File: src/design/memory_stack_vm_execute_unit_macros.svh
// Assertion macros used by the execute stage of the memory stack execute unit.
`ifndef MEMORY_STACK_VM_EXECUTE_UNIT_MACROS_SVH
`define MEMORY_STACK_VM_EXECUTE_UNIT_MACROS_SVH

// Clocked property on i_clk, switched off while i_rst_n is low.
`define MSVEU_ASSERT(label, prop, msg) \
    label: assert property (@(posedge i_clk) disable iff (!i_rst_n) (prop)) else $error(msg);

// A condition that must never hold at a clock edge outside reset.
`define MSVEU_ASSERT_NEVER(label, cond, msg) \
    `MSVEU_ASSERT(label, !(cond), msg)

`endif

File: src/design/msveu_pkg.sv
// Shared types and constants of the memory stack execute unit.
package msveu_pkg;

    localparam int DATA_W       = 32;
    localparam int PLEN_W       = 16;
    localparam int OP_W         = 4;
    localparam int IN_TDATA_W   = 64;
    localparam int OUT_TDATA_W  = 72;
    localparam int PADDR_W      = 3;
    localparam int PDATA_W      = 32;
    localparam int QUEUE_DEPTH  = 2;
    localparam int QPTR_W       = $clog2(QUEUE_DEPTH);
    localparam int QCNT_W       = $clog2(QUEUE_DEPTH + 1);

    // Register index as decoded from the word address bit of paddr.
    localparam logic REG_IDX_PROGRAM_LENGTH = 1'b0;

    typedef enum logic [OP_W-1:0] {
        OP_PRINT = 4'd0,
        OP_LOAD  = 4'd1,
        OP_LOADI = 4'd2,
        OP_ADD   = 4'd3,
        OP_SUB   = 4'd4,
        OP_MUL   = 4'd5,
        OP_CMP   = 4'd6,
        OP_JUMP  = 4'd7,
        OP_JZE   = 4'd8,
        OP_JNE   = 4'd9,
        OP_PUSH  = 4'd10,
        OP_PUSHI = 4'd11,
        OP_POP   = 4'd12,
        OP_CALL  = 4'd13,
        OP_RET   = 4'd14,
        OP_HALT  = 4'd15
    } t_opcode;

    typedef enum logic [1:0] {
        ERR_NONE      = 2'd0,
        ERR_ADDR      = 2'd1,
        ERR_UNDERFLOW = 2'd2,
        ERR_OVERFLOW  = 2'd3
    } t_error;

    // Classified instruction as it waits in the queue.
    typedef struct packed {
        t_opcode           op;
        logic [DATA_W-1:0] a;
        logic [DATA_W-1:0] b;
        logic              addr_fault;
    } t_instr;

    typedef struct packed {
        logic full;
        logic empty;
    } t_queue_status;

    typedef struct packed {
        logic queue_full;
        logic clearing;
    } t_front_ctl;

    typedef struct packed {
        logic [DATA_W-1:0] next_pc;
        logic              print_valid;
        logic [DATA_W-1:0] print_value;
        t_error            error_code;
        logic              stopped;
    } t_result;

endpackage

File: src/design/msveu_front.sv
// Front end: takes instruction words from the stream and classifies their addresses.
module msveu_front #(
    parameter int MEM_DEPTH = 256
) (
    input  logic                                i_s_axis_tvalid,
    // tuser: req_type[3:0]
    input  logic [msveu_pkg::OP_W-1:0]          i_s_axis_tuser,
    // tdata: operand_a[31:0], operand_b[63:32]
    input  logic [msveu_pkg::IN_TDATA_W-1:0]    i_s_axis_tdata,
    output logic                                o_s_axis_tready,
    input  msveu_pkg::t_front_ctl               i_ctl,
    output logic                                o_push,
    output msveu_pkg::t_instr                   o_instr
);
    import msveu_pkg::*;

    t_opcode           op;
    logic [DATA_W-1:0] opnd_a;
    logic [DATA_W-1:0] opnd_b;
    logic              a_ok;
    logic              b_ok;
    logic              fault;

    assign op     = t_opcode'(i_s_axis_tuser);
    assign opnd_a = i_s_axis_tdata[DATA_W-1:0];
    assign opnd_b = i_s_axis_tdata[2*DATA_W-1:DATA_W];
    assign a_ok   = opnd_a < DATA_W'(MEM_DEPTH);
    assign b_ok   = opnd_b < DATA_W'(MEM_DEPTH);

    // Which operands name memory words decides the address check.
    always_comb begin
        unique case (op)
            OP_PRINT, OP_LOADI, OP_PUSH, OP_POP: begin
                fault = !a_ok;
            end
            OP_LOAD, OP_ADD, OP_SUB, OP_MUL, OP_CMP: begin
                fault = !a_ok || !b_ok;
            end
            OP_JUMP, OP_JZE, OP_JNE, OP_PUSHI, OP_CALL, OP_RET, OP_HALT: begin
                fault = 1'b0;
            end
        endcase
    end

    assign o_s_axis_tready    = !i_ctl.queue_full && !i_ctl.clearing;
    assign o_push             = i_s_axis_tvalid && o_s_axis_tready;
    assign o_instr.op         = op;
    assign o_instr.a          = opnd_a;
    assign o_instr.b          = opnd_b;
    assign o_instr.addr_fault = fault;

endmodule

File: config.mk
export PLATFORM = sky130hd
export DESIGN_NAME = msveu_front
export DESIGN_NICKNAME = d
export VERILOG_FILES = /design/src/design/memory_stack_vm_execute_unit_macros.svh /design/src/design/msveu_pkg.sv /design/src/design/msveu_front.sv
export SDC_FILE = /design/constraint.sdc
export NUM_CORES = 1
export LEC_CHECK = 0
export BUFFER_PORTS_ARGS = -buffer_cell sky130_fd_sc_hd__buf_2
export CAP_MARGIN = 20
export CORE_MARGIN = 1.5
export CORE_UTILIZATION = 23
export DETAILED_ROUTE_END_ITERATION = 10
export PLACE_DENSITY = 0.79
export SETUP_SLACK_MARGIN = 0.4
export SYNTH_ARGS = -nofsm -noshare
export SYNTH_HDL_FRONTEND = slang
export SYNTH_SLANG_ARGS = --single-unit
File: constraint.sdc
create_clock -name vclk -period 1.7
set_clock_uncertainty 0.1 [all_clocks]
set_input_delay 0.34 -clock vclk [all_inputs]
set_output_delay 0.34 -clock vclk [all_outputs]
set_load 0.05 [all_outputs]
==> flow_metrics.tcl <==
set metrics [dict create \
    outcome "complete, but fails checks" \
    violations "design-rule violations, negative setup slack" \
    maxCapViolations 0 \
    fp.dieW_um 58.20 \
    fin_crit_ps 2001 \
    rsz0062_at_grt "true" \
    dr.first_iter.drc_count 31 \
    hold_ws_ps 580.0 \
    whs_path_depth 0 \
    multiInputGateArea_um2 265.3 \
    ant_nets 0 \
    fin_ws_ps -301.4 \
    syn-cell-area_um2 700.7 \
    hold_start "i_s_axis_tdata[0]" \
    pre_cts_ws_ps -400.1 \
    grt_pass1_wl_mm 2.622 \
    die_area_um2 3387 \
    worst_slew_pin_slew_ps 283.9 \
    post_dp_cell_area_um2 845.8 \
    yosysSeqAreaShare 0 \
    routed_wl_mm 1.926 \
    synth_xor_area_frac 0 \
    max_freq_mhz 499.7 \
    synth-compound-area-share 0.05536 \
    n_clock_buffer 0 \
    hold_viol_final 0 \
    yosys.area_share.adder 0 \
    syn_inst 95 \
    end_kind "output port" \
    syn_area_per_cell_um2 7.375 \
    regArea_um2 0 \
    slew_viol_final 0 \
    syn-num-nets 166 \
    die_height_um 58.20 \
    synthSimpleGateAreaFrac 0.1946 \
    core_um2 2829 \
    io_pins 142 \
    setup_viol 1 \
    cp_data_required_time_ps 1260 \
    io_buffers 110 \
    power_density_nw_per_um2 472.2 \
    design.seq.count 0 \
    nFillCells 309 \
    drcViolationCount 10 \
    vias_per_cell 4.314 \
    cp-start-kind "primary input" \
    arrival_ps 1560 \
    p_leak_nw 0.5399 \
    nets 217 \
    grt_max_degree 5 \
    peakVddDrop_mv 0.1763 \
    start_util 0.2477 \
    synth_cell_types 13 \
    drive_gt1_frac 0.9167 \
    antenna_found_initial 0 \
    grt_pass1_vias 634 \
    final_area_um2 967.2 \
    dr_total_vias 755 \
    area_growth_pct 38.04 \
    cp_max_fo 3 \
    tns_ps -301.4 \
    antennaDiodeCount 0 \
    min_path_type "primary input to output port" \
    grt_usage 0.09463 \
    dp_hpwl_mm 1.615 \
    relSlewSlack 0.8087 \
    routedWlPerCell_um 11.01 \
    first_pass_iters 7 \
    post-route-period-util 1.177 \
    hold_path_end "o_instr[33]" \
    power_mw 0.4567 \
    grt-ovfl-total 0 \
    synth_mux_area_frac 0 \
    synth_top_family_by_area "buffers and inverters" \
    globalplace.congestion 0.6781 \
    worst-setup-path-type "primary input to output port" \
    yosysWarnings 0 \
    row_count 19 \
]
## how the worst max path moves through the flow
stage / startpoint / endpoint / slack [ps] / cells past startpoint
global placement: i_s_axis_tdata[14] / o_instr[0] / -360 / 6
detailed placement: i_s_axis_tdata[15] / o_instr[0] / -400 / 6
CTS: i_s_axis_tdata[11] / o_instr[0] / -320 / 7
floorplan: i_s_axis_tdata[8] / o_instr[0] / -50 / 5
global route: i_s_axis_tdata[27] / o_instr[0] / -410 / 7
finish: i_s_axis_tdata[11] / o_instr[0] / -300 / 6
## area by class of cell
class | count | share of cell area
Tap cell | 31 | 0.04010
Inverter | 2 | 0.007762
Multi-Input combinational cell | 24 | 0.2743
Timing Repair Buffer | 118 | 0.6779
## worst max-delay path: stages
cell and delay [ps]:
buf_6 100, nor4_4 270, nand4_1 250, o32ai_2 310, a221oi_2 130, buf_6 170
## Yosys cell counts
cell type  instances  area share
a221oi_1           1       0.013
inv_1              2       0.011
o32ai_1            1       0.013
nor4_2             4       0.071
nand2_1            2       0.011
o21ai_0            1      0.0071
nor2_1             1      0.0054
buf_4             69        0.74
nor4_1             8       0.071
o21bai_1           1       0.011
o41ai_1            1       0.013
and2_1             2       0.018
nand4_1            2       0.018
## kinds of logic (layout without fill, tap and decap cells)
family,Yosys count,after routing
AO/OA/AOI/OAI,5,5
AND/OR/NAND/NOR,19,19
buffers and inverters,71,120
## through the flow
stage	util	std cells
detailed placement	0.2990	173
global placement	0.2990	173
CTS	0.3299	174
floorplan	-	95
finish	0.3419	175
global route	0.3419	175
## routing by layer
| metal | up-vias | global-route usage | wire [um] | part of all wire |
|---|---|---|---|---|
| li1 | 352 | - | - | - |
| met1 | 340 | 0.09346 | 620 | 0.32 |
| met2 | 63 | 0.2159 | 1077 | 0.56 |
| met3 | 0 | 0.006696 | 228 | 0.12 |
| met4 | 0 | 0 | 0 | 0 |
| met5 | - | 0 | 0 | 0 |
## placed cells by master (no fill, tap or decap), drive strengths merged
| cell | synthesis | layout |
|---|---|---|
| buf | 69 | 118 |
| nor4 | 12 | 12 |
| inv | 2 | 2 |
| nand4 | 2 | 2 |
| nand2 | 2 | 2 |
| and2 | 2 | 2 |
| o32ai | 1 | 1 |
| o21bai | 1 | 1 |
| o21ai | 1 | 1 |
| o41ai | 1 | 1 |
| a221oi | 1 | 1 |
| nor2 | 1 | 1 |
## what timing repair did
action	CTS	global route
setup endpoints to repair	2	2
setup buffers	1	1
gates resized for setup	15	6
pin swaps	6	2
hold buffers	0	0
## report_power, final
group          switching, mW  total [mW]  internal, mW
sequential                 0           0             0
clock                      0           0             0
combinational          0.329       0.457         0.127
total                  0.329       0.457         0.127
Power figures use the tool's default switching activity.
