===== src/design/memory_stack_vm_execute_unit_macros.svh =====
// Assertion macros used by the execute stage of the memory stack execute unit.
`ifndef MEMORY_STACK_VM_EXECUTE_UNIT_MACROS_SVH
`define MEMORY_STACK_VM_EXECUTE_UNIT_MACROS_SVH

// Clocked property on i_clk, switched off while i_rst_n is low.
`define MSVEU_ASSERT(label, prop, msg) \
    label: assert property (@(posedge i_clk) disable iff (!i_rst_n) (prop)) else $error(msg);

// A condition that must never hold at a clock edge outside reset.
`define MSVEU_ASSERT_NEVER(label, cond, msg) \
    `MSVEU_ASSERT(label, !(cond), msg)

`endif


===== src/design/msveu_pkg.sv =====
// Shared types and constants of the memory stack execute unit.
package msveu_pkg;

    localparam int DATA_W       = 32;
    localparam int PLEN_W       = 16;
    localparam int OP_W         = 4;
    localparam int IN_TDATA_W   = 64;
    localparam int OUT_TDATA_W  = 72;
    localparam int PADDR_W      = 3;
    localparam int PDATA_W      = 32;
    localparam int QUEUE_DEPTH  = 2;
    localparam int QPTR_W       = $clog2(QUEUE_DEPTH);
    localparam int QCNT_W       = $clog2(QUEUE_DEPTH + 1);

    // Register index as decoded from the word address bit of paddr.
    localparam logic REG_IDX_PROGRAM_LENGTH = 1'b0;

    typedef enum logic [OP_W-1:0] {
        OP_PRINT = 4'd0,
        OP_LOAD  = 4'd1,
        OP_LOADI = 4'd2,
        OP_ADD   = 4'd3,
        OP_SUB   = 4'd4,
        OP_MUL   = 4'd5,
        OP_CMP   = 4'd6,
        OP_JUMP  = 4'd7,
        OP_JZE   = 4'd8,
        OP_JNE   = 4'd9,
        OP_PUSH  = 4'd10,
        OP_PUSHI = 4'd11,
        OP_POP   = 4'd12,
        OP_CALL  = 4'd13,
        OP_RET   = 4'd14,
        OP_HALT  = 4'd15
    } t_opcode;

    typedef enum logic [1:0] {
        ERR_NONE      = 2'd0,
        ERR_ADDR      = 2'd1,
        ERR_UNDERFLOW = 2'd2,
        ERR_OVERFLOW  = 2'd3
    } t_error;

    // Classified instruction as it waits in the queue.
    typedef struct packed {
        t_opcode           op;
        logic [DATA_W-1:0] a;
        logic [DATA_W-1:0] b;
        logic              addr_fault;
    } t_instr;

    typedef struct packed {
        logic full;
        logic empty;
    } t_queue_status;

    typedef struct packed {
        logic queue_full;
        logic clearing;
    } t_front_ctl;

    typedef struct packed {
        logic [DATA_W-1:0] next_pc;
        logic              print_valid;
        logic [DATA_W-1:0] print_value;
        t_error            error_code;
        logic              stopped;
    } t_result;

endpackage


===== src/design/msveu_queue.sv =====
// Short instruction queue between the front end and the execute stage.
module msveu_queue (
    input  logic                     i_clk,
    input  logic                     i_rst_n,
    input  logic                     i_push,
    input  msveu_pkg::t_instr        i_data,
    input  logic                     i_pop,
    output msveu_pkg::t_instr        o_head,
    output msveu_pkg::t_queue_status o_status
);
    import msveu_pkg::*;

    t_instr            r_slot [QUEUE_DEPTH];
    logic [QPTR_W-1:0] r_wr_ptr;
    logic [QPTR_W-1:0] r_rd_ptr;
    logic [QCNT_W-1:0] r_count;
    logic              do_push;
    logic              do_pop;

    assign o_status.full  = r_count == QCNT_W'(QUEUE_DEPTH);
    assign o_status.empty = r_count == '0;
    assign do_push        = i_push && !o_status.full;
    assign do_pop         = i_pop && !o_status.empty;
    assign o_head         = r_slot[r_rd_ptr];

    always_ff @(posedge i_clk) begin
        if (do_push) begin
            r_slot[r_wr_ptr] <= i_data;
        end
    end

    always_ff @(posedge i_clk) begin
        if (!i_rst_n) begin
            r_wr_ptr <= '0;
            r_rd_ptr <= '0;
            r_count  <= '0;
        end else begin
            if (do_push) begin
                r_wr_ptr <= (r_wr_ptr == QPTR_W'(QUEUE_DEPTH - 1)) ? '0 : r_wr_ptr + 1'b1;
            end
            if (do_pop) begin
                r_rd_ptr <= (r_rd_ptr == QPTR_W'(QUEUE_DEPTH - 1)) ? '0 : r_rd_ptr + 1'b1;
            end
            if (do_push && !do_pop) begin
                r_count <= r_count + 1'b1;
            end else if (do_pop && !do_push) begin
                r_count <= r_count - 1'b1;
            end
        end
    end

endmodule


===== config.mk =====
export PLATFORM = sky130hd
export DESIGN_NAME = msveu_queue
export DESIGN_NICKNAME = d
export VERILOG_FILES = /design/src/design/memory_stack_vm_execute_unit_macros.svh /design/src/design/msveu_pkg.sv /design/src/design/msveu_queue.sv
export SDC_FILE = /design/constraint.sdc
export NUM_CORES = 1
export LEC_CHECK = 0
export ABC_CLOCK_PERIOD_IN_PS = 7200
export CORE_MARGIN = 2
export CORE_UTILIZATION = 35
export DETAILED_ROUTE_END_ITERATION = 10
export DONT_BUFFER_PORTS = 1
export GPL_TIMING_DRIVEN = 1
export PLACE_DENSITY_LB_ADDON = 0.1
export SKIP_LAST_GASP = 1
export SLEW_MARGIN = 20
export SYNTH_ARGS = -nofsm -noshare
export SYNTH_HDL_FRONTEND = slang
export SYNTH_SLANG_ARGS = --single-unit

===== constraint.sdc =====
create_clock -name i_clk -period 7.2 [get_ports i_clk]
set_clock_uncertainty 0.1 [all_clocks]
set_input_delay 0.72 -clock i_clk [delete_from_list [all_inputs] [get_ports i_clk]]
set_output_delay 0.72 -clock i_clk [all_outputs]
set_load 0.02 [all_outputs]

==> impl_metrics.tcl <==
set metrics [dict create \
    grt_usage_pct 11.23 \
    avgRoutedWirePerCell_um 19.06 \
    drt_first_iter_violations 67 \
    p_per_area_nw_per_um2 417.4 \
    grt_pass1_wl_um 13090 \
    fin_cells 450 \
    seq_area_um2 4248 \
    fin_crit_ns 2.766 \
    critPathCaptureType "output pin" \
    leakage_nw 1.985 \
    maxSlewViolCount 0 \
    timing.slew.headroom_pct 32.63 \
    cts_tree "done" \
    reg2reg_from "r_count[0]" \
    status "finished, final reports clean" \
    rows 44 \
    htreeDepth 4 \
    synth_nets 314 \
    holdCritStartpoint "i_data[60]" \
    fin_util_pct 41.67 \
    cap_violations 0 \
    cpPeakStageDelay_ns 1.00 \
    cts_buffer_depth 2 \
    min_path_type "in -> reg" \
    synth_area_um2 5251 \
    dp_hpwl_um 5196 \
    cts_setup_buffers 0 \
    dp.cells 418 \
    synth_cell_types 22 \
    ir_worst_vdd_uv 232.6 \
    coreArea_um2 14590 \
    min_to "r_slot[0][60]" \
    drc 0 \
    timing.rr.end "r_slot[1][37]" \
    syn2layout_area_growth_pct 15.77 \
    clk_latency_ns 0.41 \
    rsz0062_at_grt "no" \
    worstSetupPathType "reg -> out" \
    setup.worst_path.start_class "flip-flop" \
    clk_pin_slew_worst_paths_ns 0.06 \
    path_cells "mux2_2" \
    multi_input_area_um2 952.2 \
    reg2reg_depth 2 \
    hold_depth 0 \
    setup_viol 0 \
    ys_ff_latch 143 \
    port_buffers 0 \
    start_util_pct 35.99 \
    critPathArrivalTime_ns 1.95 \
    ctsHoldBuffers 0 \
    final_nets 327 \
    final_antenna_net_count 0 \
    worstPathRequired_ns 6.38 \
    tns_ns 0 \
    die-area_um2 16000 \
    layout_setup_ws_ns 4.434 \
    die_x_um 126.5 \
    seq_area_frac_synth_pct 80.82 \
    synthCells 240 \
    wl_um 8579 \
    via_count 2126 \
    drive_above_1_share_pct 37.97 \
    tightest_slew_ns 1.011 \
    grt_max_degree 70 \
    cpMaxStageDelayCell "dfxtp_4" \
    critPathBufInv 0 \
    cp_top_family "flip-flops" \
    dr.pass1.iters 3 \
    timing.final.crit_share_pct 38.41 \
    insertedDiodeCount 0 \
    rrSetupSlack_ns 5.20 \
    viasPerCell 4.724 \
    hold_ws_ns 0.3028 \
    yosys_warnings 0 \
    fillers 1270 \
    fmax_mhz 361.6 \
    cts_buffers 17 \
    pre_cts_ws_ns 4.789 \
    path_max_fanout 69 \
    overflow 0 \
    grt_pass1_vias 2390 \
    clockRootBuffer "clkbuf_16" \
    dieHeight_um 126.5 \
    avgSynthCellArea_um2 21.88 \
    ctsResizeCount 0 \
    cts_sinks 143 \
    antenna_found_initial 0 \
    pin_count 144 \
    finalHoldViolCount 0 \
    gp_congestion 0.6464 \
]
layer usage:
metal	track usage (%)	part of all wire [%]	vias up
li1	-	-	970
met1	11.03	35	1047
met2	18.21	51	97
met3	7.760	13	12
met4	5.042	1.8	0
met5	0	0	-
logic make-up after synthesis:
group	count (synthesis)	synth area share, %
flip-flops	143	80.82
multiplexers	69	15.51
buffers and inverters	10	1.263
AND/OR/NAND/NOR	9	1.049
AO/OA/AOI/OAI	5	0.6195
XOR/XNOR	3	0.5004
adder cells (fa/ha/maj)	1	0.2382
cell usage in the layout (no fill, tap or decap), types with 2 or more instances in the layout:
master / n
clkinv_1: 4
clkbuf_16: 17
clkinvlp_4: 2
buf_4: 2
mux2_4: 10
and2_1: 3
nor2_1: 2
edfxtp_1: 138
bufinv_16: 5
xnor2_1: 2
clkbuf_1: 2
mux2_2: 59
dfxtp_1: 4
worst reg2reg max path: stages (launching register included):
cell      delay [ns]
dfxtp_1         0.41
nand2b_1        0.19
and3_4          0.86
per-stage QoR:
step	instance area (um2)	power (W)
CTS	6080	0.002584
global route	6080	0.002649
finish	6080	0.002538
detailed placement	5453	0.001655
global placement	5453	0.001652
floorplan	5251	0.001579
state kept, by name, indices dropped and copies added, names as in the netlist, named ones only:
name	cells
r_slot	138
r_rd_ptr	1
r_count	2
r_wr_ptr	1
worst max path at each step:
stage                    from           end  slack, ns  cells after the start
floorplan              i_push  r_slot[0][0]       3.12                      2
global placement    flip-flop     o_head[0]       4.79                      1
detailed placement  flip-flop     o_head[0]       4.79                      1
CTS                 flip-flop     o_head[0]       4.34                      1
global route        flip-flop    o_head[51]       4.29                      1
finish              flip-flop    o_head[51]       4.43                      1
power breakdown:
group | total [W] | internal [W] | leakage, nW | switching, W
sequential | 0.00113 | 0.00105 | 1.33 | 0.0000836
combinational | 0.000487 | 0.000179 | 0.357 | 0.000308
clock | 0.000918 | 0.000609 | 0.297 | 0.000309
total | 0.00254 | 0.00184 | 1.98 | 0.000701
layout make-up:
cell class              count  share of cell area [%]
clock inverters            13                   3.190
well taps                 184                   3.787
multi-input cells          87                   15.66
inverters                   2                  0.1235
clock buffers              19                   7.121
flip-flops and latches    143                   69.87
repair buffers              2                  0.2470
cell usage after synthesis (all sizes together):
| library cell | instances | share of area (%) |
|---|---|---|
| a21boi | 2 | 0.29 |
| and2 | 3 | 0.36 |
| and3 | 1 | 0.12 |
| buf | 8 | 1.1 |
| dfxtp | 5 | 1.9 |
| edfxtp | 138 | 79 |
| ha | 1 | 0.24 |
| inv | 2 | 0.14 |
| mux2 | 69 | 16 |
| nand2b | 1 | 0.12 |
| nor2 | 2 | 0.14 |
| nor3 | 1 | 0.19 |
| o21a | 1 | 0.14 |
| o21ai | 2 | 0.19 |
| or3 | 1 | 0.12 |
| xnor2 | 2 | 0.33 |
| xor2 | 1 | 0.17 |
Note: power is estimated with default switching activity, not from simulation.
